==> src/psc_pkg.sv <==
`timescale 1ns / 1ps
// ----------------------------------------------------------------------------
// psc_pkg
// Shared widths, codes and types of the part sorting classifier.
// ----------------------------------------------------------------------------
package psc_pkg;

   localparam int KIND_W    = 2;
   localparam int SAMPLE_W  = 10;
   localparam int SPP_W     = 7;
   localparam int STATUS_W  = 3;
   localparam int CLASS_W   = 3;
   localparam int DIR_W     = 2;
   localparam int STEPS_W   = 8;
   localparam int PENDING_W = 5;
   localparam int TOTAL_W   = 8;
   localparam int NUM_CLASS = 4;
   localparam int CSR_IDX_W = 3;

   // request kinds
   localparam logic [KIND_W-1:0] REQ_START    = 2'd0;
   localparam logic [KIND_W-1:0] REQ_SAMPLE   = 2'd1;
   localparam logic [KIND_W-1:0] REQ_DISPATCH = 2'd2;

   // result status
   localparam logic [STATUS_W-1:0] ST_ACCEPTED   = 3'd0;
   localparam logic [STATUS_W-1:0] ST_CLASSIFIED = 3'd1;
   localparam logic [STATUS_W-1:0] ST_DROPPED    = 3'd2;
   localparam logic [STATUS_W-1:0] ST_DISPATCHED = 3'd3;
   localparam logic [STATUS_W-1:0] ST_EMPTY      = 3'd4;

   // class codes
   localparam logic [CLASS_W-1:0] CLS_NONE      = 3'd0;
   localparam logic [CLASS_W-1:0] CLS_BLACK     = 3'd1;
   localparam logic [CLASS_W-1:0] CLS_STEEL     = 3'd2;
   localparam logic [CLASS_W-1:0] CLS_WHITE     = 3'd3;
   localparam logic [CLASS_W-1:0] CLS_ALUMINIUM = 3'd4;

   // tray move direction
   localparam logic [DIR_W-1:0] DIR_NONE = 2'd0;
   localparam logic [DIR_W-1:0] DIR_CCW  = 2'd1;
   localparam logic [DIR_W-1:0] DIR_CW   = 2'd2;

   // register indexes
   localparam logic [CSR_IDX_W-1:0] CSR_ALUMINIUM_MAX = 3'd0;
   localparam logic [CSR_IDX_W-1:0] CSR_STEEL_LOW     = 3'd1;
   localparam logic [CSR_IDX_W-1:0] CSR_STEEL_HIGH    = 3'd2;
   localparam logic [CSR_IDX_W-1:0] CSR_BLACK_LOW     = 3'd3;
   localparam logic [CSR_IDX_W-1:0] CSR_STEPS_PER_POS = 3'd4;

   // reset values
   localparam logic [SAMPLE_W-1:0] INIT_MINIMUM      = 10'h3FF;
   localparam logic [SAMPLE_W-1:0] RST_ALUMINIUM_MAX = 10'd350;
   localparam logic [SAMPLE_W-1:0] RST_STEEL_LOW     = 10'd400;
   localparam logic [SAMPLE_W-1:0] RST_STEEL_HIGH    = 10'd800;
   localparam logic [SAMPLE_W-1:0] RST_BLACK_LOW     = 10'd940;
   localparam logic [SPP_W-1:0]    RST_STEPS_PER_POS = 7'd50;

   typedef struct packed {
      logic push;
      logic pop;
   } fifo_ctl_type;

   typedef struct packed {
      logic [KIND_W-1:0]   req_type;
      logic [SAMPLE_W-1:0] sample;
      logic                part_present;
   } item_type;

   typedef struct packed {
      logic [SAMPLE_W-1:0] aluminium_max;
      logic [SAMPLE_W-1:0] steel_low;
      logic [SAMPLE_W-1:0] steel_high;
      logic [SAMPLE_W-1:0] black_low;
      logic [SPP_W-1:0]    steps_per_position;
   } cfg_type;

   typedef struct packed {
      logic [STATUS_W-1:0]  status;
      logic [CLASS_W-1:0]   class_code;
      logic [DIR_W-1:0]     direction;
      logic [STEPS_W-1:0]   step_count;
      logic [PENDING_W-1:0] pending;
      logic [TOTAL_W-1:0]   black_total;
      logic [TOTAL_W-1:0]   steel_total;
      logic [TOTAL_W-1:0]   white_total;
      logic [TOTAL_W-1:0]   aluminium_total;
   } result_type;

endpackage

==> src/psc_req_if.sv <==
`timescale 1ns / 1ps
// ----------------------------------------------------------------------------
// psc_req_if
// Event channel into the classifier: valid/ready with the event fields.
// ----------------------------------------------------------------------------
interface psc_req_if;
   logic                          valid;
   logic                          ready;
   logic [psc_pkg::KIND_W-1:0]    req_type;
   logic [psc_pkg::SAMPLE_W-1:0]  sample;
   logic                          part_present;

   modport source (output valid, output req_type, output sample, output part_present,
                   input ready);
   modport sink   (input valid, input req_type, input sample, input part_present,
                   output ready);
endinterface

==> src/psc_rsp_if.sv <==
`timescale 1ns / 1ps
// ----------------------------------------------------------------------------
// psc_rsp_if
// Result channel out of the classifier: valid/ready with the result fields.
// ----------------------------------------------------------------------------
interface psc_rsp_if;
   logic                           valid;
   logic                           ready;
   logic [psc_pkg::STATUS_W-1:0]   status;
   logic [psc_pkg::CLASS_W-1:0]    class_code;
   logic [psc_pkg::DIR_W-1:0]      direction;
   logic [psc_pkg::STEPS_W-1:0]    step_count;
   logic [psc_pkg::PENDING_W-1:0]  pending;
   logic [psc_pkg::TOTAL_W-1:0]    black_total;
   logic [psc_pkg::TOTAL_W-1:0]    steel_total;
   logic [psc_pkg::TOTAL_W-1:0]    white_total;
   logic [psc_pkg::TOTAL_W-1:0]    aluminium_total;

   modport source (output valid, output status, output class_code, output direction,
                   output step_count, output pending, output black_total,
                   output steel_total, output white_total, output aluminium_total,
                   input ready);
   modport sink   (input valid, input status, input class_code, input direction,
                   input step_count, input pending, input black_total,
                   input steel_total, input white_total, input aluminium_total,
                   output ready);
endinterface

==> src/part_sort_classifier_dispatch.sv <==
`timescale 1ns / 1ps
// ----------------------------------------------------------------------------
// part_sort_classifier_dispatch
// Reflectance classifier for a part sorter, with class queue and tray dispatch.
// ----------------------------------------------------------------------------
// Usage:
//   req_chan carries events: start (clear the running minimum), sample (fold a
//   reading in; classify once part_present is low) and dispatch (pop the oldest
//   class and report the shortest tray move). Every event gives one transfer
//   on rsp_chan with status, class, move and the four wrapping class totals.
//   csr_we/csr_index/csr_wdata write the thresholds and steps per position;
//   write them only while no event is in flight.
// Timing:
//   An accepted event is held in the input register, is processed in a
//   single combinational pass and is written to the result register once
//   that register is empty or its result is being taken; it stays valid
//   until taken. One event per cycle is sustained while rsp_chan.ready is
//   high; the rate is set by that single pass (compare, counter, queue).
// Reset (synchronous): queue empty, minimum 1023, tray at black, totals zero,
//   registers at their defaults.
// Stall: a result held on rsp_chan keeps its value; one more event is still
//   taken into the input register, after which req_chan.ready drops.
// ----------------------------------------------------------------------------
module part_sort_classifier_dispatch #(
   parameter int QUEUE_DEPTH = 16
) (
   input  logic                            clock,
   input  logic                            reset,
   psc_req_if.sink                         req_chan,
   psc_rsp_if.source                       rsp_chan,
   input  logic                            csr_we,
   input  logic [psc_pkg::CSR_IDX_W-1:0]   csr_index,
   input  logic [psc_pkg::SAMPLE_W-1:0]    csr_wdata
);

   localparam int FW = $clog2(QUEUE_DEPTH + 1);

   // classification order: aluminium, steel window, black, else white
   function automatic logic [psc_pkg::CLASS_W-1:0] classify(
      input logic [psc_pkg::SAMPLE_W-1:0] m,
      input psc_pkg::cfg_type              c
   );
      logic [psc_pkg::CLASS_W-1:0] r;
      if (m < c.aluminium_max) begin
         r = psc_pkg::CLS_ALUMINIUM;
      end else if ((m > c.steel_low) && (m < c.steel_high)) begin
         r = psc_pkg::CLS_STEEL;
      end else if (m > c.black_low) begin
         r = psc_pkg::CLS_BLACK;
      end else begin
         r = psc_pkg::CLS_WHITE;
      end
      return r;
   endfunction

   psc_pkg::cfg_type     cfg_ff;
   psc_pkg::item_type    item_ff;
   logic                 item_vld_ff, item_vld_in;
   psc_pkg::result_type  rsp_ff, rsp_in;
   logic                 rsp_vld_ff, rsp_vld_in;

   logic [psc_pkg::SAMPLE_W-1:0] min_ff, min_in, new_min;
   logic [psc_pkg::CLASS_W-1:0]  tray_ff, tray_in;
   logic [psc_pkg::TOTAL_W-1:0]  totals_ff [psc_pkg::NUM_CLASS];
   logic [psc_pkg::TOTAL_W-1:0]  totals_in [psc_pkg::NUM_CLASS];

   logic                         take, advance;
   psc_pkg::fifo_ctl_type        fifo_req, fifo_ctl;
   logic [psc_pkg::CLASS_W-1:0]  cls, head;
   logic [1:0]                   cls_idx;
   logic [FW-1:0]                fill, fill_after;
   logic signed [3:0]            move;
   logic [1:0]                   mag;

   // ---- handshake: input register, then result register ----
   assign advance        = item_vld_ff && (!rsp_vld_ff || rsp_chan.ready);
   assign req_chan.ready = !item_vld_ff || advance;
   assign take           = req_chan.valid && req_chan.ready;
   assign item_vld_in    = take || (item_vld_ff && !advance);
   assign rsp_vld_in     = advance || (rsp_vld_ff && !rsp_chan.ready);

   always_ff @(posedge clock) begin
      if (reset) begin
         item_vld_ff <= 1'b0;
         rsp_vld_ff  <= 1'b0;
      end else begin
         item_vld_ff <= item_vld_in;
         rsp_vld_ff  <= rsp_vld_in;
      end
   end

   always_ff @(posedge clock) begin
      if (take) begin
         item_ff.req_type     <= req_chan.req_type;
         item_ff.sample       <= req_chan.sample;
         item_ff.part_present <= req_chan.part_present;
      end
      if (advance) begin
         rsp_ff <= rsp_in;
      end
   end

   // ---- configuration registers ----
   always_ff @(posedge clock) begin
      if (reset) begin
         cfg_ff.aluminium_max      <= psc_pkg::RST_ALUMINIUM_MAX;
         cfg_ff.steel_low          <= psc_pkg::RST_STEEL_LOW;
         cfg_ff.steel_high         <= psc_pkg::RST_STEEL_HIGH;
         cfg_ff.black_low          <= psc_pkg::RST_BLACK_LOW;
         cfg_ff.steps_per_position <= psc_pkg::RST_STEPS_PER_POS;
      end else if (csr_we) begin
         case (csr_index)
            psc_pkg::CSR_ALUMINIUM_MAX: cfg_ff.aluminium_max <= csr_wdata;
            psc_pkg::CSR_STEEL_LOW:     cfg_ff.steel_low     <= csr_wdata;
            psc_pkg::CSR_STEEL_HIGH:    cfg_ff.steel_high    <= csr_wdata;
            psc_pkg::CSR_BLACK_LOW:     cfg_ff.black_low     <= csr_wdata;
            psc_pkg::CSR_STEPS_PER_POS: begin
               cfg_ff.steps_per_position <= csr_wdata[psc_pkg::SPP_W-1:0];
            end
            default: ;
         endcase
      end
   end

   // ---- class queue ----
   assign fifo_ctl.push = advance && fifo_req.push;
   assign fifo_ctl.pop  = advance && fifo_req.pop;

   psc_class_fifo #(
      .QUEUE_DEPTH (QUEUE_DEPTH)
   ) u_fifo (
      .clock     (clock),
      .reset     (reset),
      .ctl       (fifo_ctl),
      .push_data (cls),
      .head      (head),
      .fill      (fill)
   );

   // ---- single processing pass ----
   assign new_min = (item_ff.sample < min_ff) ? item_ff.sample : min_ff;
   assign cls     = classify(new_min, cfg_ff);
   assign cls_idx = 2'(cls - psc_pkg::CLS_BLACK);

   always_comb begin
      min_in     = min_ff;
      tray_in    = tray_ff;
      totals_in  = totals_ff;
      fifo_req   = '0;
      move       = '0;
      mag        = '0;
      rsp_in     = '0;
      fill_after = fill;

      case (item_ff.req_type)
         psc_pkg::REQ_START: begin
            min_in = psc_pkg::INIT_MINIMUM;
         end
         psc_pkg::REQ_SAMPLE: begin
            min_in = new_min;
            if (!item_ff.part_present) begin
               rsp_in.class_code  = cls;
               totals_in[cls_idx] = totals_ff[cls_idx] + psc_pkg::TOTAL_W'(1);
               if (fill == FW'(QUEUE_DEPTH)) begin
                  rsp_in.status = psc_pkg::ST_DROPPED;
               end else begin
                  fifo_req.push = 1'b1;
                  rsp_in.status = psc_pkg::ST_CLASSIFIED;
               end
            end
         end
         psc_pkg::REQ_DISPATCH: begin
            if (fill == '0) begin
               rsp_in.status = psc_pkg::ST_EMPTY;
            end else begin
               fifo_req.pop      = 1'b1;
               rsp_in.class_code = head;
               rsp_in.status     = psc_pkg::ST_DISPATCHED;
               tray_in           = head;
               move = $signed({1'b0, head}) - $signed({1'b0, tray_ff});
               // a three-position move is one position the other way
               if (move == 4'sd3) begin
                  move = -4'sd1;
               end else if (move == -4'sd3) begin
                  move = 4'sd1;
               end
               if (move > 4'sd0) begin
                  rsp_in.direction = psc_pkg::DIR_CCW;
                  mag              = move[1:0];
               end else if (move < 4'sd0) begin
                  rsp_in.direction = psc_pkg::DIR_CW;
                  mag              = 2'(-move);
               end
               case (mag)
                  2'd1:    rsp_in.step_count = {1'b0, cfg_ff.steps_per_position};
                  2'd2:    rsp_in.step_count = {cfg_ff.steps_per_position, 1'b0};
                  default: rsp_in.step_count = '0;
               endcase
            end
         end
         default: ;
      endcase

      // queue occupancy after this event
      if (fifo_req.push) begin
         fill_after = fill + FW'(1);
      end else if (fifo_req.pop) begin
         fill_after = fill - FW'(1);
      end

      rsp_in.pending         = psc_pkg::PENDING_W'(fill_after);
      rsp_in.black_total     = totals_in[0];
      rsp_in.steel_total     = totals_in[1];
      rsp_in.white_total     = totals_in[2];
      rsp_in.aluminium_total = totals_in[3];
   end

   // ---- running state ----
   always_ff @(posedge clock) begin
      if (reset) begin
         min_ff  <= psc_pkg::INIT_MINIMUM;
         tray_ff <= psc_pkg::CLS_BLACK;
         for (int i = 0; i < psc_pkg::NUM_CLASS; i++) begin
            totals_ff[i] <= '0;
         end
      end else if (advance) begin
         min_ff    <= min_in;
         tray_ff   <= tray_in;
         totals_ff <= totals_in;
      end
   end

   // ---- result channel ----
   assign rsp_chan.valid           = rsp_vld_ff;
   assign rsp_chan.status          = rsp_ff.status;
   assign rsp_chan.class_code      = rsp_ff.class_code;
   assign rsp_chan.direction       = rsp_ff.direction;
   assign rsp_chan.step_count      = rsp_ff.step_count;
   assign rsp_chan.pending         = rsp_ff.pending;
   assign rsp_chan.black_total     = rsp_ff.black_total;
   assign rsp_chan.steel_total     = rsp_ff.steel_total;
   assign rsp_chan.white_total     = rsp_ff.white_total;
   assign rsp_chan.aluminium_total = rsp_ff.aluminium_total;

endmodule

==> src/psc_class_fifo.sv <==
`timescale 1ns / 1ps
// ----------------------------------------------------------------------------
// psc_class_fifo
// Class queue: circular buffer with registered head read and write bypass.
// ----------------------------------------------------------------------------
module psc_class_fifo #(
   parameter int QUEUE_DEPTH = 16
) (
   input  logic                                   clock,
   input  logic                                   reset,
   input  psc_pkg::fifo_ctl_type                  ctl,
   input  logic [psc_pkg::CLASS_W-1:0]            push_data,
   output logic [psc_pkg::CLASS_W-1:0]            head,
   output logic [$clog2(QUEUE_DEPTH+1)-1:0]       fill
);

   localparam int AW = $clog2(QUEUE_DEPTH);
   localparam int FW = $clog2(QUEUE_DEPTH + 1);
   localparam logic [AW-1:0] LAST = AW'(QUEUE_DEPTH - 1);

   logic [psc_pkg::CLASS_W-1:0] queue_ff [QUEUE_DEPTH];
   logic [psc_pkg::CLASS_W-1:0] head_ff;
   logic [AW-1:0]               rd_ptr_ff, rd_ptr_in;
   logic [AW-1:0]               wr_ptr_ff, wr_ptr_in;
   logic [FW-1:0]               fill_ff, fill_in;

   always_comb begin
      rd_ptr_in = rd_ptr_ff;
      wr_ptr_in = wr_ptr_ff;
      fill_in   = fill_ff;
      if (ctl.pop) begin
         rd_ptr_in = (rd_ptr_ff == LAST) ? '0 : rd_ptr_ff + AW'(1);
      end
      if (ctl.push) begin
         wr_ptr_in = (wr_ptr_ff == LAST) ? '0 : wr_ptr_ff + AW'(1);
      end
      if (ctl.push && !ctl.pop) begin
         fill_in = fill_ff + FW'(1);
      end else if (ctl.pop && !ctl.push) begin
         fill_in = fill_ff - FW'(1);
      end
   end

   always_ff @(posedge clock) begin
      if (reset) begin
         rd_ptr_ff <= '0;
         wr_ptr_ff <= '0;
         fill_ff   <= '0;
      end else begin
         rd_ptr_ff <= rd_ptr_in;
         wr_ptr_ff <= wr_ptr_in;
         fill_ff   <= fill_in;
      end
   end

   always_ff @(posedge clock) begin
      if (ctl.push) begin
         queue_ff[wr_ptr_ff] <= push_data;
      end
   end

   // head tracks the entry at the next read pointer; a write to that slot bypasses
   always_ff @(posedge clock) begin
      if (ctl.push && (wr_ptr_ff == rd_ptr_in)) begin
         head_ff <= push_data;
      end else begin
         head_ff <= queue_ff[rd_ptr_in];
      end
   end

   assign head = head_ff;
   assign fill = fill_ff;

endmodule
==> src/flat_wrapper.sv <==
// flat-port wrapper written by rule: the top's interface ports become plain ports
module part_sort_classifier_dispatch_flat 
#(
   parameter int QUEUE_DEPTH = 16
)
  (clock, reset, csr_we, csr_index, csr_wdata, req_chan_valid, req_chan_req_type, req_chan_sample, req_chan_part_present, req_chan_ready, rsp_chan_valid, rsp_chan_status, rsp_chan_class_code, rsp_chan_direction, rsp_chan_step_count, rsp_chan_pending, rsp_chan_black_total, rsp_chan_steel_total, rsp_chan_white_total, rsp_chan_aluminium_total, rsp_chan_ready);
  psc_req_if req_chan_i ();
  psc_rsp_if rsp_chan_i ();
  input  logic clock;
  input  logic reset;
  input  logic csr_we;
  input  logic [psc_pkg::CSR_IDX_W-1:0] csr_index;
  input  logic [psc_pkg::SAMPLE_W-1:0] csr_wdata;
  input wire logic [$bits(req_chan_i.valid)-1:0] req_chan_valid;
  input wire logic [$bits(req_chan_i.req_type)-1:0] req_chan_req_type;
  input wire logic [$bits(req_chan_i.sample)-1:0] req_chan_sample;
  input wire logic [$bits(req_chan_i.part_present)-1:0] req_chan_part_present;
  output wire logic [$bits(req_chan_i.ready)-1:0] req_chan_ready;
  output wire logic [$bits(rsp_chan_i.valid)-1:0] rsp_chan_valid;
  output wire logic [$bits(rsp_chan_i.status)-1:0] rsp_chan_status;
  output wire logic [$bits(rsp_chan_i.class_code)-1:0] rsp_chan_class_code;
  output wire logic [$bits(rsp_chan_i.direction)-1:0] rsp_chan_direction;
  output wire logic [$bits(rsp_chan_i.step_count)-1:0] rsp_chan_step_count;
  output wire logic [$bits(rsp_chan_i.pending)-1:0] rsp_chan_pending;
  output wire logic [$bits(rsp_chan_i.black_total)-1:0] rsp_chan_black_total;
  output wire logic [$bits(rsp_chan_i.steel_total)-1:0] rsp_chan_steel_total;
  output wire logic [$bits(rsp_chan_i.white_total)-1:0] rsp_chan_white_total;
  output wire logic [$bits(rsp_chan_i.aluminium_total)-1:0] rsp_chan_aluminium_total;
  input wire logic [$bits(rsp_chan_i.ready)-1:0] rsp_chan_ready;
  assign req_chan_i.valid = req_chan_valid;
  assign req_chan_i.req_type = req_chan_req_type;
  assign req_chan_i.sample = req_chan_sample;
  assign req_chan_i.part_present = req_chan_part_present;
  assign req_chan_ready = req_chan_i.ready;
  assign rsp_chan_valid = rsp_chan_i.valid;
  assign rsp_chan_status = rsp_chan_i.status;
  assign rsp_chan_class_code = rsp_chan_i.class_code;
  assign rsp_chan_direction = rsp_chan_i.direction;
  assign rsp_chan_step_count = rsp_chan_i.step_count;
  assign rsp_chan_pending = rsp_chan_i.pending;
  assign rsp_chan_black_total = rsp_chan_i.black_total;
  assign rsp_chan_steel_total = rsp_chan_i.steel_total;
  assign rsp_chan_white_total = rsp_chan_i.white_total;
  assign rsp_chan_aluminium_total = rsp_chan_i.aluminium_total;
  assign rsp_chan_i.ready = rsp_chan_ready;
  part_sort_classifier_dispatch #(.QUEUE_DEPTH(QUEUE_DEPTH)) u_core (.clock(clock), .reset(reset), .req_chan(req_chan_i), .rsp_chan(rsp_chan_i), .csr_we(csr_we), .csr_index(csr_index), .csr_wdata(csr_wdata));
endmodule
==> config.mk <==
export PLATFORM = sky130hd
export DESIGN_NAME = part_sort_classifier_dispatch_flat
export DESIGN_NICKNAME = d
export VERILOG_FILES = /design/src/psc_pkg.sv /design/src/psc_req_if.sv /design/src/psc_rsp_if.sv /design/src/part_sort_classifier_dispatch.sv /design/src/psc_class_fifo.sv /design/src/flat_wrapper.sv
export SDC_FILE = /design/constraint.sdc
export NUM_CORES = 1
export LEC_CHECK = 0
export BUFFER_PORTS_ARGS = -buffer_cell sky130_fd_sc_hd__buf_2
export CAP_MARGIN = 5
export CORE_UTILIZATION = 40
export CTS_BUF_LIST = sky130_fd_sc_hd__clkbuf_8
export CTS_CLUSTER_DIAMETER = 60
export CTS_CLUSTER_SIZE = 10
export DETAILED_ROUTE_END_ITERATION = 7
export GPL_TIMING_DRIVEN = 0
export SETUP_SLACK_MARGIN = 0.5
export SLEW_MARGIN = 20
export SYNTH_ARGS = -nofsm -noshare
export SYNTH_HDL_FRONTEND = slang
export SYNTH_SLANG_ARGS = --single-unit
export TNS_END_PERCENT = 5
==> constraint.sdc <==
create_clock -name clock -period 10.88 [get_ports clock]
set_clock_uncertainty 0.1 [all_clocks]
set_input_delay 0 -clock clock [delete_from_list [all_inputs] [get_ports clock]]
set_output_delay 0 -clock clock [all_outputs]
set_load 0.02 [all_outputs]
==> results.md <==
- Fraction of layout cells with a size suffix above 1: 0.1405
- Antenna Nets Post-Route: 0
- Clock Sink Count: roughly 230
- Max VDD drop: just over 0.00008 V
- Final setup fails: 0
- Max-cap violations: 0
- Area Overhead vs Synth: 16.86%
- Number of global-route vias before repair: approximately 7,500
- Outcome: finished clean
- Hold path start: req_chan_sample[7]
- Ranking of synthesized cells by area: edfxtp_1 (32%), dfxtp_1 (21%), ha_1 (8.2%)
- CTS tree: built
- Placed inst area: between 10,000 and 15,000 µm²
- Switching part of the total: 0.2621
- Cell chain of the critical path: ha_1 -> a21oi_2 -> a211oi_1 -> or3_4 -> nor2_1 -> clkbuf_1 -> o21ai_0 -> ha_1 -> a21oi_1 -> nand2_1 -> a221oi_1 -> o31ai_1 -> a211oi_1 -> nand2_1 -> a31oi_2 -> buf_6 -> inv_1 -> ha_1 -> buf_2 -> mux4_1 -> ha_1 -> nand3_1 -> xor2_1 -> o21ai_0
- # DRC: 0
- Combinational power share: 0.115
- Critical Path RT: 11.08 ns
- Final Non-Filler Cells: 1,509
- Worst skew pair latency: 0.58 ns
- Post-CTS Setup Bufs: 0
- Final hold vios: 0
- Sequential area share after synthesis: 0.5342
- Top Family by Delay on Critical Path: compound AO/OA/AOI/OAI gates
- Crit-path slowest cell: mux4_1
- Remaining Overflow, GRT: 0
- Placer Congestion: 0.8166
- Synthesized area: between 10,000 and 15,000 µm²
- Nets: about 1,300
- Power share of the sequential group: 0.545
- CP Max Fanout: 10
- CTS Buf Count: 28
- IO Count: 86
- Measured slew at the worst slew-check pin: about 1.1 ns
- Leakage: around 0.0049 µW
- Dpl hpwl: around 18,000 µm
- Post-Layout Inst Area: 12,350 µm²
- Main synth FF type: edfxtp_1
- First-pass GRT wire length: 40,100 µm
- WP buf/inv: 4
- Async set or reset register ratio after synthesis: 0
- Iter 0 DRT Violations: ~520
- Setup slack after placement: roughly 2.9 ns
- Kind of critical path: reg2reg
- DP Cell Count: between 1,000 and 1,500
- Pins Over Slew Limit: 0
- Synth Register Bits: between 200 and 250
- NetSw: between 400 and 500 µW
- Crit start category: register
- Hold/Removal Path Class: in2reg
- Clk slew on worst S/H paths: 0.07 ns
- Core box area: about 26,000 µm²
- PostCTS Resize Cnt: 0
- Final period utilization: 0.7370
- Pwr dens: approximately 140 nW/µm²
- Initial Utilization: 0.4067
- Cell Int Power: between 1000 and 1500 µW
- Critical Path AT: 8.22 ns
- Final WS setup: approximately 2.9 ns
- DR vias/cell: roughly 5.2
- Syn Area/Cell: between 10 and 15 µm²
- Root Buffer: clkbuf_8
- Final min period: 8.019 ns
- Largest net degree at the start of global routing: 28
- CTS H-Tree Depth: 1
- Initial antenna violation count: 0
- Wire length per cell: 16.88 µm
- CP startpoint: u_core.item_ff[5]
- Final TNS setup: 0 ns
- R2r startpoint: u_core.item_ff[5]
- Crit path largest cell delay: 0.76 ns
- CP Capture Type: register
- YS warnings: 0
- Clock Path Buffers: 3
- Syn Nets: roughly 1,100
- Wirelength, routed: about 25,000 µm
- Die footprint: roughly 27,000 µm²
- DR vias: just under 8,000
- Post-Synthesis Cells: 1,002
- ANT cells: 0
- Area fraction of the dominant cell type after synthesis: 0.3239
- Cell mode on critical path: ha_1
- Clock share of power: 0.340
- RSZ-0062 raised after global routing: no
- All-layer global routing usage: 0.1921
- # rows: just under 60
- First drt pass iteration count: 8
- Post-synth EDFFs: 114
- Die height: approximately 160 µm
- # port buffers: 84
- Netlist cell types: between 50 and 60
- Synth area leader: edfxtp_1
- Die X: between 150 and 200 µm
- Final-layout fill cell count: 2,450
- F_max: approximately 0.12 GHz
- Relative slew slack: 0.2840
-- metal layers --
metal	part of all wire	routed length, µm	global-route usage
met3	0.058	1485	0.03767
met2	0.47	11950	0.3172
met1	0.45	11580	0.2533
met4	0.018	464	0.05963
met5	0	0	0
-- stage by stage --
stage | hold WS (ns) | total power [µW] | util
after global routing | 0.03025 | 1769 | 0.4753
after detailed placement | 0.07873 | 1128 | 0.4419
after CTS | 0.01141 | 1712 | 0.4749
final | 0.03605 | 1697 | 0.4753
after global placement | 0.07674 | 1122 | 0.4390
after floorplan | -0.001131 | 1063 | -
-- worst paths after layout --
| kind | endpoint | slack, ns | cells past startpoint |
|---|---|---|---|
| worst max-delay path | u_core.rsp_chan.steel_total[4] | 2.86 | 24 |
| worst min-delay path | u_core.item_ff[8] | 0.04 | 2 |
| worst max register to register | u_core.rsp_chan.steel_total[4] | 2.86 | 24 |
| worst min register to register | u_core.cfg_ff[30] | 0.36 | 2 |
-- repair_timing --
| item | in CTS | in global routing |
|---|---|---|
| setup endpoints to repair | 0 | 0 |
| hold endpoints to repair | 70 | 0 |
| hold buffers | 34 | 0 |
-- cell type report --
cell class / count / area (µm²) / area share
Buffer: 45 / 188.9 / 0.01530
Clock buffer: 31 / 426.7 / 0.03455
Clock inverter: 20 / 90.09 / 0.007294
Inverter: 74 / 277.8 / 0.02249
Multi-Input combinational cell: 658 / 4476 / 0.3624
Sequential cell: 225 / 5645 / 0.4571
Tap cell: 335 / 419.2 / 0.03394
Timing Repair Buffer: 121 / 827.0 / 0.06696
-- synthesized netlist by cell type, types with 3 or more instances --
cell and n:
a211o_1 14, a211oi_1 12, a21o_1 11, a21oi_1 60, a22o_1 6, a22oi_1 4, a311oi_1 13, a31oi_1 12
and2_1 6, and3_1 3, buf_1 7, buf_2 3, clkbuf_1 33, dfxtp_1 111, edfxtp_1 114, ha_1 69
inv_1 73, mux2_2 4, mux4_1 3, mux4_2 20, nand2_1 145, nand2b_1 16, nand3_1 12, nand3b_1 9
nand4_1 11, nor2_1 97, nor2b_1 15, nor3_1 12, nor3b_1 4, o211ai_1 4, o21ai_0 37, o21ai_1 4
o22ai_1 10, or3_1 6, xnor2_1 7, xor2_1 8
-- flip-flops by register name, indices dropped and copies added, names as in the netlist, 3 cells and up, named ones only --
register	count
u_core.u_fifo.wr_ptr_ff	4
u_core.min_ff	10
u_core.rsp_chan.white_total	8
u_core.rsp_chan.steel_total	8
u_core.u_fifo.fill	5
u_core.item_ff	13
u_core.rsp_chan.aluminium_total	8
u_core.rsp_chan.class_code	3
u_core.rsp_chan.step_count	8
u_core.u_fifo.queue_ff	48
u_core.tray_ff	3
u_core.u_fifo.rd_ptr_ff	4
u_core.rsp_chan.status	3
u_core.totals_ff	32
u_core.cfg_ff	47
u_core.rsp_chan.pending	5
u_core.rsp_chan.black_total	8
-- cell families after synthesis --
kind of cell    after synthesis  share of synthesized area
flops                       225                     0.5342
buf+inv                     119                    0.04404
xor+xnor                     15                    0.01243
compound gates              201                     0.1223
mux                          29                    0.05623
simple gates                343                     0.1473
fa+ha+maj                    70                    0.08358
-- power groups by stage --
stage          logic (µW)  clock network (µW)  registers (µW)
2_1_floorplan         108                   0             955
3_3_place_gp          176                   0             946
3_5_place_dp          184                   0             945
4_1_cts               194                 592             926
5_1_grt               217                 624             928
6_report              194                 577             926
-- placed cells by master, fill, tap and decap left out, types with 9 or more instances in the layout --
cell type and n:
clkbuf_1 33, ha_1 69, o22ai_1 10, a21oi_1 60, nand2_1 145, a211oi_1 12
a31oi_1 11, mux4_2 20, dfxtp_1 111, o21ai_0 33, clkbuf_8 31, dlygate4sd3_1 34
nand4_1 11, nand3_1 12, nand2b_1 16, a21o_1 11, a211o_1 14, buf_2 88
nand3b_1 9, inv_1 88, edfxtp_1 114, a311oi_1 13, nor2_1 97, nor2b_1 15
nor3_1 11
(Power assumes the default switching activity.)
